--- src/hw/rtl/line_rect_edge_anchor_assert.svh ---
// assertion macros shared by the line_rect_edge_anchor rtl
// no dependencies; empty bodies when SYNTHESIS is defined
`ifndef LINE_RECT_EDGE_ANCHOR_ASSERT_SVH
`define LINE_RECT_EDGE_ANCHOR_ASSERT_SVH
`ifndef SYNTHESIS
`define LREA_ASSERT_IMPLY(lbl, clk, rst_n, ante, cons) \
    lbl: assert property (@(posedge clk) disable iff (!rst_n) (ante) |-> (cons)) \
        else $error("line_rect_edge_anchor: same-cycle check failed");
`define LREA_ASSERT_NEXT(lbl, clk, rst_n, ante, cons) \
    lbl: assert property (@(posedge clk) disable iff (!rst_n) (ante) |=> (cons)) \
        else $error("line_rect_edge_anchor: next-cycle check failed");
`else
`define LREA_ASSERT_IMPLY(lbl, clk, rst_n, ante, cons)
`define LREA_ASSERT_NEXT(lbl, clk, rst_n, ante, cons)
`endif
`endif

--- src/hw/rtl/lrea_pkg.sv ---
// shared widths, codes and types of the line_rect_edge_anchor block
// no dependencies
package lrea_pkg;

    localparam int COORD_BITS    = 16;
    localparam int DIFF_BITS     = ((COORD_BITS > 16) ? COORD_BITS : 16) + 1;
    localparam int PROD_BITS     = 2 * DIFF_BITS;
    localparam int QCAP_LOG      = 40;
    localparam int QUOT_BITS     = (PROD_BITS > QCAP_LOG + 1) ? PROD_BITS : QCAP_LOG + 1;
    localparam int SUM_BITS      = QUOT_BITS + 2;
    localparam int DELTA_BITS    = DIFF_BITS + 1;
    localparam int DIST_BITS     = 2 * DELTA_BITS + 1;
    localparam int DIM_BITS      = 15;
    localparam int MARGIN_BITS   = 8;
    localparam int CFG_IDX_BITS  = 2;
    localparam int CFG_DATA_BITS = 15;

    localparam logic [DIM_BITS-1:0]    RESET_WIDTH  = DIM_BITS'(100);
    localparam logic [DIM_BITS-1:0]    RESET_HEIGHT = DIM_BITS'(100);
    localparam logic [MARGIN_BITS-1:0] RESET_MARGIN = MARGIN_BITS'(1);

    typedef enum logic [CFG_IDX_BITS-1:0] {
        CFG_RECT_WIDTH,
        CFG_RECT_HEIGHT,
        CFG_EDGE_MARGIN
    } t_cfg_idx;

    typedef enum logic [2:0] {
        SIDE_TOP_LEFT,
        SIDE_TOP,
        SIDE_TOP_RIGHT,
        SIDE_RIGHT,
        SIDE_BOTTOM_RIGHT,
        SIDE_BOTTOM,
        SIDE_BOTTOM_LEFT,
        SIDE_LEFT
    } t_side;

    // hit data handed to the edge picker
    typedef struct packed {
        logic                         vt;
        logic                         vb;
        logic                         vl;
        logic                         vr;
        logic [DIST_BITS-1:0]         dt;
        logic [DIST_BITS-1:0]         db;
        logic [DIST_BITS-1:0]         dl;
        logic [DIST_BITS-1:0]         dr;
        logic signed [DIFF_BITS-1:0]  xt;
        logic signed [DIFF_BITS-1:0]  xb;
        logic signed [DIFF_BITS-1:0]  yl;
        logic signed [DIFF_BITS-1:0]  yr;
        logic signed [COORD_BITS-1:0] y0;
    } t_hits;

    typedef struct packed {
        logic                         found;
        t_side                        side;
        logic signed [COORD_BITS-1:0] ax;
        logic signed [COORD_BITS-1:0] ay;
    } t_result;

endpackage

--- src/hw/rtl/lrea_div_pipe.sv ---
// pipelined restoring divider, one quotient bit per stage
// depends on lrea_pkg
module lrea_div_pipe (
    input  logic                           i_clk,
    input  logic                           i_en,
    input  logic [lrea_pkg::PROD_BITS-1:0] i_num,
    input  logic [lrea_pkg::DIFF_BITS-1:0] i_den,
    output logic [lrea_pkg::PROD_BITS-1:0] o_quot,
    output logic                           o_rem_nz
);
    import lrea_pkg::*;

    localparam int NS = PROD_BITS;

    logic [PROD_BITS-1:0] r_num  [NS];
    logic [PROD_BITS-1:0] r_quot [NS];
    logic [DIFF_BITS-1:0] r_rem  [NS];
    logic [DIFF_BITS-1:0] r_den  [NS];

    // one stage per quotient bit, msb first
    for (genvar k = 0; k < NS; k++) begin : g_stage
        logic [PROD_BITS-1:0] s_num;
        logic [PROD_BITS-1:0] s_quot;
        logic [DIFF_BITS-1:0] s_rem;
        logic [DIFF_BITS-1:0] s_den;
        logic [DIFF_BITS:0]   trial;
        logic                 ge;
        logic [DIFF_BITS-1:0] n_rem;
        logic [DIFF_BITS:0]   diff;

        if (k == 0) begin : g_first
            assign s_num  = i_num;
            assign s_quot = '0;
            assign s_rem  = '0;
            assign s_den  = i_den;
        end else begin : g_next
            assign s_num  = r_num[k-1];
            assign s_quot = r_quot[k-1];
            assign s_rem  = r_rem[k-1];
            assign s_den  = r_den[k-1];
        end

        assign trial = {s_rem, s_num[PROD_BITS-1]};
        assign ge    = trial >= {1'b0, s_den};
        assign diff  = trial - {1'b0, s_den};
        assign n_rem = ge ? diff[DIFF_BITS-1:0] : trial[DIFF_BITS-1:0];

        always_ff @(posedge i_clk) begin
            if (i_en) begin
                r_num[k]  <= {s_num[PROD_BITS-2:0], 1'b0};
                r_quot[k] <= {s_quot[PROD_BITS-2:0], ge};
                r_rem[k]  <= n_rem;
                r_den[k]  <= s_den;
            end
        end
    end

    assign o_quot   = r_quot[NS-1];
    assign o_rem_nz = |r_rem[NS-1];

endmodule

--- config.mk ---
export PLATFORM = sky130hd
export DESIGN_NAME = lrea_div_pipe
export DESIGN_NICKNAME = d
export VERILOG_FILES = /design/src/hw/rtl/line_rect_edge_anchor_assert.svh /design/src/hw/rtl/lrea_pkg.sv /design/src/hw/rtl/lrea_div_pipe.sv
export SDC_FILE = /design/constraint.sdc
export NUM_CORES = 2
export LEC_CHECK = 0
export BUFFER_PORTS_ARGS = -buffer_cell sky130_fd_sc_hd__buf_2
export CAP_MARGIN = 20
export CORE_ASPECT_RATIO = 1.2
export CORE_MARGIN = 2
export CORE_UTILIZATION = 50
export CTS_CLUSTER_SIZE = 25
export DETAILED_ROUTE_END_ITERATION = 16
export MAX_ROUTING_LAYER = met4
export PLACE_DENSITY = 0.65
export SLEW_MARGIN = 10
export SYNTH_ARGS = -nofsm -noshare
export SYNTH_HDL_FRONTEND = slang
export SYNTH_SLANG_ARGS = --single-unit
--- constraint.sdc ---
create_clock -name i_clk -period 4.4 [get_ports i_clk]
set_input_delay 0 -clock i_clk [delete_from_list [all_inputs] [get_ports i_clk]]
set_output_delay 0 -clock i_clk [all_outputs]
set_load 0.01 [all_outputs]
==> impl_metrics.py <==
metrics = {
    "logic_synthesis": {
        "ys_ff_latch": 2295,
        "async_flop_share_pct": 0,
        "synth_top_area_share_pct": 67.1,
        "ys.flop_type": "edfxtp_1",
        "yosysUniqueCellTypes": 83,
        "synthTopCellsByArea": "edfxtp_1 (67%), ha_1 (6.9%), mux2_2 (4.5%), inv_1 (2.6%), xnor2_1 (2.5%)",
        "yosysMostFrequentCell": "edfxtp_1",
        "synth.yosys.seq_area_share_pct": 67.1,
        "synth_edf_count": 2295,
        "syn_area_um2": 103000,
        "synth_top_cells_by_count": "edfxtp_1 (2295), inv_1 (723), ha_1 (563)",
        "syn_inst": 7015,
        "synth_largest_area_cell": "edfxtp_1",
        "syn_nets": 7664,
        "ys.warnings.count": 0,
        "syn_avg_cell_area_um2": 14.6,
    },
    "setup_path": {
        "crit_type": "reg -> reg",
        "path_buf_inv": 2,
        "cpMaxStageDelayCell": "a2111oi_1",
        "cp.required_ns": 4.98,
        "critPathLaunch": "r_num[21][32]",
        "crit_family": "compound AO/OA/AOI/OAI gates",
        "worst-path-max-fanout": 30,
        "reg2reg_from": "r_num[21][32]",
        "cp-end-kind": "flip-flop",
        "path_cells": "inv_1, ha_1, inv_1, fa_1, a211o_1, a21boi_0, o211ai_1, a2111oi_1, o21ai_0, a21o_1, mux2_2",
        "startpoint_type": "flip-flop",
        "path_common_cell": "inv_1",
        "max_stage_delay_ns": 0.57,
        "crit_arrival_ns": 4.45,
    },
    "place": {
        "portBuffers": 87,
        "gp_congestion": 0.884,
        "place_area_um2": 107000,
        "dp_cells": 9777,
        "dp.final_hpwl_mm": 124,
    },
    "global_route": {
        "grt_max_degree": 134,
        "antenna_found_initial": 2,
        "gr-usage-all-layers_pct": 17.6,
        "grt_pass1_vias": 55200,
        "grt_pass1_wl_mm": 287,
        "grt-ovfl-total": 0,
    },
    "clock_network": {
        "postCtsHoldBufs": 103,
        "clock_sinks": 2295,
        "cts_root_buf": "clkbuf_16",
        "cts_tree": "built",
        "cts_setup_buffers": 0,
        "cts.repair.resized": 0,
        "clk_latency_ns": 0.86,
        "numCtsBuffers": 222,
        "cts.htree.levels": 4,
        "cts.clk_slew.worst_paths_ns": 0.06,
        "cts_buffer_depth": 3,
    },
    "route": {
        "via_count": 55300,
        "drc": 0,
        "avgRoutedWirePerCell_um": 17.5,
        "drt-vias-per-instance": 5.37,
        "drt_wl_total_mm": 180,
        "ant_nets": 0,
        "drtIter0Drc": 3201,
        "dr.pass1.iters": 6,
    },
    "min_path": {
        "hold_class": "in -> reg",
        "hp-start": "i_en",
    },
    "floorplan": {
        "ios": 88,
        "rows": 182,
        "die_area_um2": 209000,
        "start_util_pct": 50.2,
        "fp.dieH_um": 500,
        "die_width_um": 418,
        "coreArea_um2": 204000,
    },
    "layout": {
        "syn2layout_area_growth_pct": 12.5,
        "nets": 8087,
        "drive_gt1_share_pct": 12.7,
        "fillers": 16100,
        "utilization_pct": 56.5,
        "fin_cells": 10300,
        "postLayoutCellArea_um2": 116000,
    },
    "timing": {
        "period_minus_slack_ns": 3.87,
        "grt_setup_unrepaired": "no",
        "setup_viol": 0,
        "min_period_over_period_pct": 88.0,
        "hold_viol_final": 0,
        "fin_tns_setup_ns": 0,
        "slew_violations": 0,
        "fin_skew_ns": 0.0319,
        "worstMarginPinSlew_ns": 1.29,
        "slew_headroom_pct": 13.7,
        "fmaxAchievable_mhz": 258,
    },
    "run_status": {
        "outcome": "finished, final reports clean",
    },
    "power": {
        "peakVddDrop_uv": 408,
        "finalPower_mw": 78.8,
        "p_leak_nw": 44.4,
        "power_density_nw_per_um2": 682,
    },
    "run": {
        "cap_violations": 0,
    },
}
## cell usage in the layout, fill, tap and decap left out, types with 38 or more instances in the layout
cell type / n
edfxtp_1: 2295
inv_1: 723
ha_1: 563
mux2_2: 407
a21oi_1: 394
xnor2_1: 292
o21ai_0: 277
nor2_1: 276
nand2_1: 256
a21o_1: 224
clkbuf_16: 224
xor2_1: 154
nor3_1: 108
dlygate4sd3_1: 103
nand4_1: 94
o21bai_1: 89
buf_2: 86
nor2b_1: 63
buf_4: 59
o21a_1: 57
a31oi_1: 54
clkinv_1: 51
a211oi_1: 49
nand3_1: 43
mux2i_1: 42
or3_1: 38
## layer usage
metal | track usage, % | routed length [um]
met2 | 29.7 | 90500
met4 | 6.72 | 6180
met3 | 2.39 | 5590
met1 | 21.5 | 77700
met5 | - | 0
## flip-flops by register name (all words and copies together), names as in the netlist
signal / cells
r_num: 561
r_quot: 595
r_rem: 578
r_den: 561
## power by group
part           switching, mW  internal (mW)  leakage, nW
Clock                   8.04           11.2         3.59
Sequential              2.36           29.9         22.4
Combinational           14.0           13.2         18.4
Total                   24.4           54.4         44.4
## worst paths after layout
check | cells past startpoint | end | slack (ns)
worst max-delay path | 11 | r_rem[22][6] | 0.53
worst min-delay path | 2 | r_num[0][15] | 0.18
worst max register to register | 11 | r_rem[22][6] | 0.53
worst min register to register | 0 | r_num[13][15] | 0.39
## cell type report
| type | instances | area [um2] | share of cell area [%] |
|---|---|---|---|
| antenna | 1 | 2.50 | 0.00217 |
| tap | 2668 | 3340 | 2.89 |
| clock buffer | 248 | 5700 | 4.93 |
| timing repair buffer | 270 | 2310 | 2.00 |
| clock inverter | 163 | 1770 | 1.53 |
| multi-input combinational | 3925 | 30800 | 26.7 |
| sequential | 2295 | 68900 | 59.6 |
| inverter | 724 | 2720 | 2.35 |
## logic make-up after synthesis
| logic type | Yosys count | synth area share [%] |
|---|---|---|
| adder cells (fa/ha/maj) | 596 | 7.50 |
| AND/OR/NAND/NOR | 1035 | 4.93 |
| multiplexers | 456 | 4.95 |
| flip-flops | 2295 | 67.1 |
| AO/OA/AOI/OAI | 1392 | 8.77 |
| XOR/XNOR | 446 | 3.80 |
| buffers and inverters | 795 | 2.96 |
## per-stage QoR
step | setup slack, ns | hold slack [ns]
final | 0.528 | 0.177
after global routing | 0.202 | 0.195
after floorplan | 1.06 | 0.0989
after detailed placement | 0.522 | 0.178
after CTS | 0.491 | 0.130
after global placement | 0.520 | 0.176
## worst register-to-register path, stage by stage, from the launching register on
cell and delay, ns:
edfxtp_1 0.39, inv_1 0.07, ha_1 0.17, inv_1 0.06
fa_1 0.42, a211o_1 0.33, a21boi_0 0.28, o211ai_1 0.19
a2111oi_1 0.57, o21ai_0 0.18, a21o_1 0.51, mux2_2 0.44
Power figures use the tool's default switching activity.
