**config.mk**
```make
export PLATFORM = sky130hd
export DESIGN_NAME = lrea_pick
export DESIGN_NICKNAME = d
export VERILOG_FILES = /design/src/hw/rtl/line_rect_edge_anchor_assert.svh /design/src/hw/rtl/lrea_pkg.sv /design/src/hw/rtl/lrea_pick.sv
export SDC_FILE = /design/constraint.sdc
export NUM_CORES = 1
export LEC_CHECK = 0
export BUFFER_PORTS_ARGS = -buffer_cell sky130_fd_sc_hd__buf_2
export CORE_ASPECT_RATIO = 1.5
export CORE_MARGIN = 2
export CORE_UTILIZATION = 40
export DETAILED_ROUTE_END_ITERATION = 8
export SYNTH_ARGS = -nofsm -noshare
export SYNTH_HDL_FRONTEND = slang
export SYNTH_SLANG_ARGS = --single-unit
```
**constraint.sdc**
```tcl
create_clock -name vclk -period 8.06
set_input_delay 0.403 -clock vclk [all_inputs]
set_output_delay 0.403 -clock vclk [all_outputs]
set_load 0.02 [all_outputs]
```
**src/hw/rtl/line_rect_edge_anchor_assert.svh**
```systemverilog
// assertion macros shared by the line_rect_edge_anchor rtl
// no dependencies; empty bodies when SYNTHESIS is defined
`ifndef LINE_RECT_EDGE_ANCHOR_ASSERT_SVH
`define LINE_RECT_EDGE_ANCHOR_ASSERT_SVH
`ifndef SYNTHESIS
`define LREA_ASSERT_IMPLY(lbl, clk, rst_n, ante, cons) \
    lbl: assert property (@(posedge clk) disable iff (!rst_n) (ante) |-> (cons)) \
        else $error("line_rect_edge_anchor: same-cycle check failed");
`define LREA_ASSERT_NEXT(lbl, clk, rst_n, ante, cons) \
    lbl: assert property (@(posedge clk) disable iff (!rst_n) (ante) |=> (cons)) \
        else $error("line_rect_edge_anchor: next-cycle check failed");
`else
`define LREA_ASSERT_IMPLY(lbl, clk, rst_n, ante, cons)
`define LREA_ASSERT_NEXT(lbl, clk, rst_n, ante, cons)
`endif
`endif

```
**src/hw/rtl/lrea_pkg.sv**
```systemverilog
// shared widths, codes and types of the line_rect_edge_anchor block
// no dependencies
package lrea_pkg;

    localparam int COORD_BITS    = 16;
    localparam int DIFF_BITS     = ((COORD_BITS > 16) ? COORD_BITS : 16) + 1;
    localparam int PROD_BITS     = 2 * DIFF_BITS;
    localparam int QCAP_LOG      = 40;
    localparam int QUOT_BITS     = (PROD_BITS > QCAP_LOG + 1) ? PROD_BITS : QCAP_LOG + 1;
    localparam int SUM_BITS      = QUOT_BITS + 2;
    localparam int DELTA_BITS    = DIFF_BITS + 1;
    localparam int DIST_BITS     = 2 * DELTA_BITS + 1;
    localparam int DIM_BITS      = 15;
    localparam int MARGIN_BITS   = 8;
    localparam int CFG_IDX_BITS  = 2;
    localparam int CFG_DATA_BITS = 15;

    localparam logic [DIM_BITS-1:0]    RESET_WIDTH  = DIM_BITS'(100);
    localparam logic [DIM_BITS-1:0]    RESET_HEIGHT = DIM_BITS'(100);
    localparam logic [MARGIN_BITS-1:0] RESET_MARGIN = MARGIN_BITS'(1);

    typedef enum logic [CFG_IDX_BITS-1:0] {
        CFG_RECT_WIDTH,
        CFG_RECT_HEIGHT,
        CFG_EDGE_MARGIN
    } t_cfg_idx;

    typedef enum logic [2:0] {
        SIDE_TOP_LEFT,
        SIDE_TOP,
        SIDE_TOP_RIGHT,
        SIDE_RIGHT,
        SIDE_BOTTOM_RIGHT,
        SIDE_BOTTOM,
        SIDE_BOTTOM_LEFT,
        SIDE_LEFT
    } t_side;

    // hit data handed to the edge picker
    typedef struct packed {
        logic                         vt;
        logic                         vb;
        logic                         vl;
        logic                         vr;
        logic [DIST_BITS-1:0]         dt;
        logic [DIST_BITS-1:0]         db;
        logic [DIST_BITS-1:0]         dl;
        logic [DIST_BITS-1:0]         dr;
        logic signed [DIFF_BITS-1:0]  xt;
        logic signed [DIFF_BITS-1:0]  xb;
        logic signed [DIFF_BITS-1:0]  yl;
        logic signed [DIFF_BITS-1:0]  yr;
        logic signed [COORD_BITS-1:0] y0;
    } t_hits;

    typedef struct packed {
        logic                         found;
        t_side                        side;
        logic signed [COORD_BITS-1:0] ax;
        logic signed [COORD_BITS-1:0] ay;
    } t_result;

endpackage

```
**src/hw/rtl/lrea_pick.sv**
```systemverilog
// edge pair choice, corner snap and clamp for one item
// depends on lrea_pkg
module lrea_pick (
    input  lrea_pkg::t_hits                  i_hits,
    input  logic [lrea_pkg::DIM_BITS-1:0]    i_w,
    input  logic [lrea_pkg::DIM_BITS-1:0]    i_h,
    input  logic [lrea_pkg::MARGIN_BITS-1:0] i_m,
    output lrea_pkg::t_result                o_res
);
    import lrea_pkg::*;

    localparam int KW = DELTA_BITS;

    logic signed [KW-1:0] xt, xb, yl, yr, w, h, m, y0, xs, kax, kay;
    logic                 first, ok;
    t_side                side;

    function automatic logic signed [KW-1:0] clamp_both(
        logic signed [KW-1:0] v, logic signed [KW-1:0] mm, logic signed [KW-1:0] len);
        if (v < mm) begin
            return mm;
        end
        if (v > len - mm) begin
            return len - mm;
        end
        return v;
    endfunction

    assign xt = KW'(i_hits.xt);
    assign xb = KW'(i_hits.xb);
    assign yl = KW'(i_hits.yl);
    assign yr = KW'(i_hits.yr);
    assign y0 = KW'(i_hits.y0);
    assign w  = $signed({{(KW-DIM_BITS){1'b0}}, i_w});
    assign h  = $signed({{(KW-DIM_BITS){1'b0}}, i_h});
    assign m  = $signed({{(KW-MARGIN_BITS){1'b0}}, i_m});

    // pair order decides, first pair that applies wins
    always_comb begin
        ok    = 1'b1;
        side  = SIDE_TOP_LEFT;
        kax   = '0;
        kay   = '0;
        first = 1'b0;
        xs    = '0;
        priority if (i_hits.vt && i_hits.vb) begin
            first = i_hits.dt < i_hits.db;
            xs    = first ? xt : xb;
            kay   = first ? '0 : h;
            if (xs < m) begin
                side = first ? SIDE_TOP_LEFT : SIDE_BOTTOM_LEFT;
                kax  = '0;
            end else if (w - xs < m) begin
                side = first ? SIDE_TOP_RIGHT : SIDE_BOTTOM_RIGHT;
                kax  = w;
            end else begin
                side = first ? SIDE_TOP : SIDE_BOTTOM;
                kax  = clamp_both(xs, m, w);
            end
        end else if (i_hits.vl && i_hits.vr) begin
            if (i_hits.dl < i_hits.dr) begin
                kax = '0;
                if (yl < m) begin
                    side = SIDE_TOP_LEFT;
                    kay  = '0;
                end else if (h - yl < m) begin
                    side = SIDE_BOTTOM_LEFT;
                    kay  = h;
                end else begin
                    side = SIDE_LEFT;
                    kay  = clamp_both(yl, m, h);
                end
            end else begin
                kax = w;
                if (yr < m && y0 < 0) begin
                    side = SIDE_TOP_RIGHT;
                    kay  = '0;
                end else if (h - yr < m && y0 > h) begin
                    side = SIDE_BOTTOM_RIGHT;
                    kay  = h;
                end else begin
                    side = SIDE_RIGHT;
                    kay  = clamp_both(yr, m, h);
                end
            end
        end else if (i_hits.vt && i_hits.vl) begin
            if (i_hits.dt <= i_hits.dl) begin
                kay = '0;
                if (w - xt < m) begin
                    side = SIDE_TOP_RIGHT;
                    kax  = w;
                end else begin
                    side = SIDE_TOP;
                    kax  = (xt < m) ? m : xt;
                end
            end else begin
                kax = '0;
                if (h - yl < m) begin
                    side = SIDE_BOTTOM_LEFT;
                    kay  = h;
                end else begin
                    side = SIDE_LEFT;
                    kay  = (yl < m) ? m : yl;
                end
            end
        end else if (i_hits.vt && i_hits.vr) begin
            if (i_hits.dt <= i_hits.dr) begin
                kay = '0;
                if (xt < m) begin
                    side = SIDE_TOP_LEFT;
                    kax  = '0;
                end else begin
                    side = SIDE_TOP;
                    kax  = (w - xt < m) ? w - m : xt;
                end
            end else begin
                kax = w;
                if (h - yr < m) begin
                    side = SIDE_BOTTOM_RIGHT;
                    kay  = h;
                end else begin
                    side = SIDE_RIGHT;
                    kay  = (yr < m) ? m : yr;
                end
            end
        end else if (i_hits.vb && i_hits.vr) begin
            if (i_hits.db <= i_hits.dr) begin
                kay = h;
                if (xb < m) begin
                    side = SIDE_BOTTOM_LEFT;
                    kax  = '0;
                end else begin
                    side = SIDE_BOTTOM;
                    kax  = (w - xb < m) ? w - m : xb;
                end
            end else begin
                kax = w;
                if (yr < m) begin
                    side = SIDE_TOP_RIGHT;
                    kay  = '0;
                end else begin
                    side = SIDE_RIGHT;
                    kay  = (h - yr < m) ? h - m : yr;
                end
            end
        end else if (i_hits.vb && i_hits.vl) begin
            if (i_hits.db <= i_hits.dl) begin
                kay = h;
                if (w - xb < m) begin
                    side = SIDE_BOTTOM_RIGHT;
                    kax  = w;
                end else begin
                    side = SIDE_BOTTOM;
                    kax  = (xb < m) ? m : xb;
                end
            end else begin
                kax = '0;
                if (yl < m) begin
                    side = SIDE_TOP_LEFT;
                    kay  = '0;
                end else begin
                    side = SIDE_LEFT;
                    kay  = (h - yl < m) ? h - m : yl;
                end
            end
        end else begin
            ok = 1'b0;
        end
    end

    // miss gives an all-zero result
    always_comb begin
        o_res.found = ok;
        o_res.side  = ok ? side : SIDE_TOP_LEFT;
        o_res.ax    = ok ? kax[COORD_BITS-1:0] : '0;
        o_res.ay    = ok ? kay[COORD_BITS-1:0] : '0;
    end

endmodule

```
==> impl_metrics.toml <==
[route]
dr_total_vias = 24980
avgRoutedWirePerCell_um = 27.10
vias_per_cell = 6.650
drt_first_iter_violations = 2190
routed_wl_mm = 101.8
ant_nets = 0
dr.pass1.iters = 6
drc = 0

[power_and_ir_drop]
p_per_area_nw_per_um2 = 88.24
leakage_nw = 10.76
ir_drop_mv = 0.04453
p_total_mw = 1.936

[synthesis]
syn_inst = 2837
mappedNetlistArea_um2 = 19510
synthSimpleGateAreaFrac_pct = 21.00
synth.distinct_cells = 95
synth_compound_area_share_pct = 36.44
synth_xor_area_share_pct = 2.244
synthAdderAreaFrac_pct = 29.38
yosysSeqAreaShare_pct = 0
synth_top_family_by_area = "compound AO/OA/AOI/OAI gates"
yosysWarnings = 0
synthMuxAreaShare_pct = 3.045
syn_nets = 3565
syn_area_per_cell_um2 = 6.879

[timing]
fin_setup_tns_ps = 0
post-route-period-util_pct = 96.52
slew_headroom_pct = 8.006
rsz0062_at_grt = "no"
slew_viol_final = 0
fmax_ghz = 0.1285
hold_viol = 0
min_period_ps = 7779
max_slew.worst_pin.slew_ps = 1369
finalSetupViolCount = 0

[placement]
dp_hpwl_mm = 82.75
port_buffers = 310
finalWeightedCongestion = 1.078

[setup_path]
cp-start-kind = "input pin"
cp-end-kind = "output port"
cpMostUsedCell = "a21oi_1"
slowest_stage = "a211oi_1"
crit_required_ps = 7660
critPathKind = "in2out"
crit_arrival_ps = 7380
worstPathMaxFanout = 24
slowest_delay_ps = 570

[clocking]
post_cts_resized = 0
post-cts-setup-buffers = 0
holdBufCountCts = 0

[grt]
antenna_found_initial = 9
grt_pass1_vias = 24200
overflow = 0
grt_usage_pct = 38.90
grt_pass1_wl_mm = 149.5
grt_max_degree = 39

[floorplan]
fp.dieW_um = 184.3
initial_core_util_pct = 40.29
row_count = 99
core_region_area_um2 = 48430
die-area_um2 = 50610
fp.dieH_um = 274.5
pin_count = 310

[outcome]
status = "finished clean"

[finish]
regArea_um2 = 0
seq_cell_count = 0
area_growth_pct = 12.41
nClkBuffers = 0
final_common_cell = "ha_1"
mostFrequentLayoutCells = "ha_1 (447), buf_2 (310), inv_1 (288), a21oi_1 (254)"
drive_above_1_share_pct = 13.88
final_nets = 3821

[worst_hold_path]
min-delay-start = "i_w[14]"
min_to = "o_res[30]"
hp-class = "in2out"
hold_path_depth = 4

[run]
drv_cap = 0
synth_stat cells (all sizes together), types with 16 or more instances:
cell type  instances  area, µm²
a2111oi           21      209.0
a211oi            58      440.4
a21o              84      630.6
a21oi            257       1290
a221oi            29      254.0
a31oi             33      206.5
and2              18      112.6
and3              27      168.9
buf               21      110.1
clkbuf            93      349.1
ha               447       5593
inv              288       1081
mux2i             47      470.5
nand2            191      716.9
nand2b            27      168.9
nand3             91      455.4
nand4             81      506.7
nor2             180      675.7
nor2b             30      187.7
nor3              68      345.3
nor4              28      175.2
o2111ai           22      192.7
o211ai            69      528.0
o21a              49      375.4
o21ai            215       1080
or2               17      106.4
or4               16      123.9
xnor2             37      324.1
power breakdown:
group | internal (mW) | leakage, nW | total, mW | switching (mW)
combinational | 0.688 | 10.8 | 1.94 | 1.25
clock | 0.00000000426 | 0.0000557 | 0.00000000432 | 0
sequential | 0 | 0 | 0 | 0
total | 0.688 | 10.8 | 1.94 | 1.25
worst max path at each step:
stage	start	end	slack, ps	depth (start not counted)
6_report	i_h[0]	o_res[3]	280	25
5_1_grt	i_hits[192]	o_res[22]	60	27
4_1_cts	i_hits[190]	o_res[33]	700	26
3_5_place_dp	i_hits[192]	o_res[33]	720	29
3_3_place_gp	i_hits[192]	o_res[33]	820	29
2_1_floorplan	i_hits[192]	o_res[27]	1660	23
kinds of logic (layout without fill, tap and decap cells):
logic type               Yosys count  count (layout)
multiplexers                      58              58
XOR/XNOR                          50              50
AND/OR/NAND/NOR                  819             819
AO/OA/AOI/OAI                   1054            1054
adder cells (fa/ha/maj)          454             454
other                              0               9
buffers and inverters            402             656
layout make-up:
| class | count | area (µm²) |
|---|---|---|
| well taps | 656 | 820.8 |
| diodes | 9 | 22.52 |
| repair buffers | 368 | 1987 |
| multi-input cells | 2435 | 18030 |
| inverters | 288 | 1081 |
| fillers | 5173 | 26500 |
critical path: cells and delay by family:
kind	cells	cell delay [ps]
compound gates	15	4240
buf+inv	5	980
fa+ha+maj	3	970
xor+xnor	1	520
simple gates	1	230
through the flow:
stage               setup slack (ps)  std cells  utilization [%]  hold slack, ps  instance area, µm²
global placement               816.7       3746            45.23            1371               21910
CTS                            695.9       3746            45.23            1363               21910
global route                   58.55       3748            45.25            1404               21920
floorplan                       1661       2837                -           985.0               19520
detailed placement             720.1       3746            45.23            1360               21910
finish                         280.9       3756            45.29            1386               21940
metal layers:
metal	GRT usage (%)	routed length, µm
met1	42.09	36070
met2	67.17	47740
met3	7.704	8603
met4	28.38	9326
met5	0	40
(Power assumes the default switching activity.)
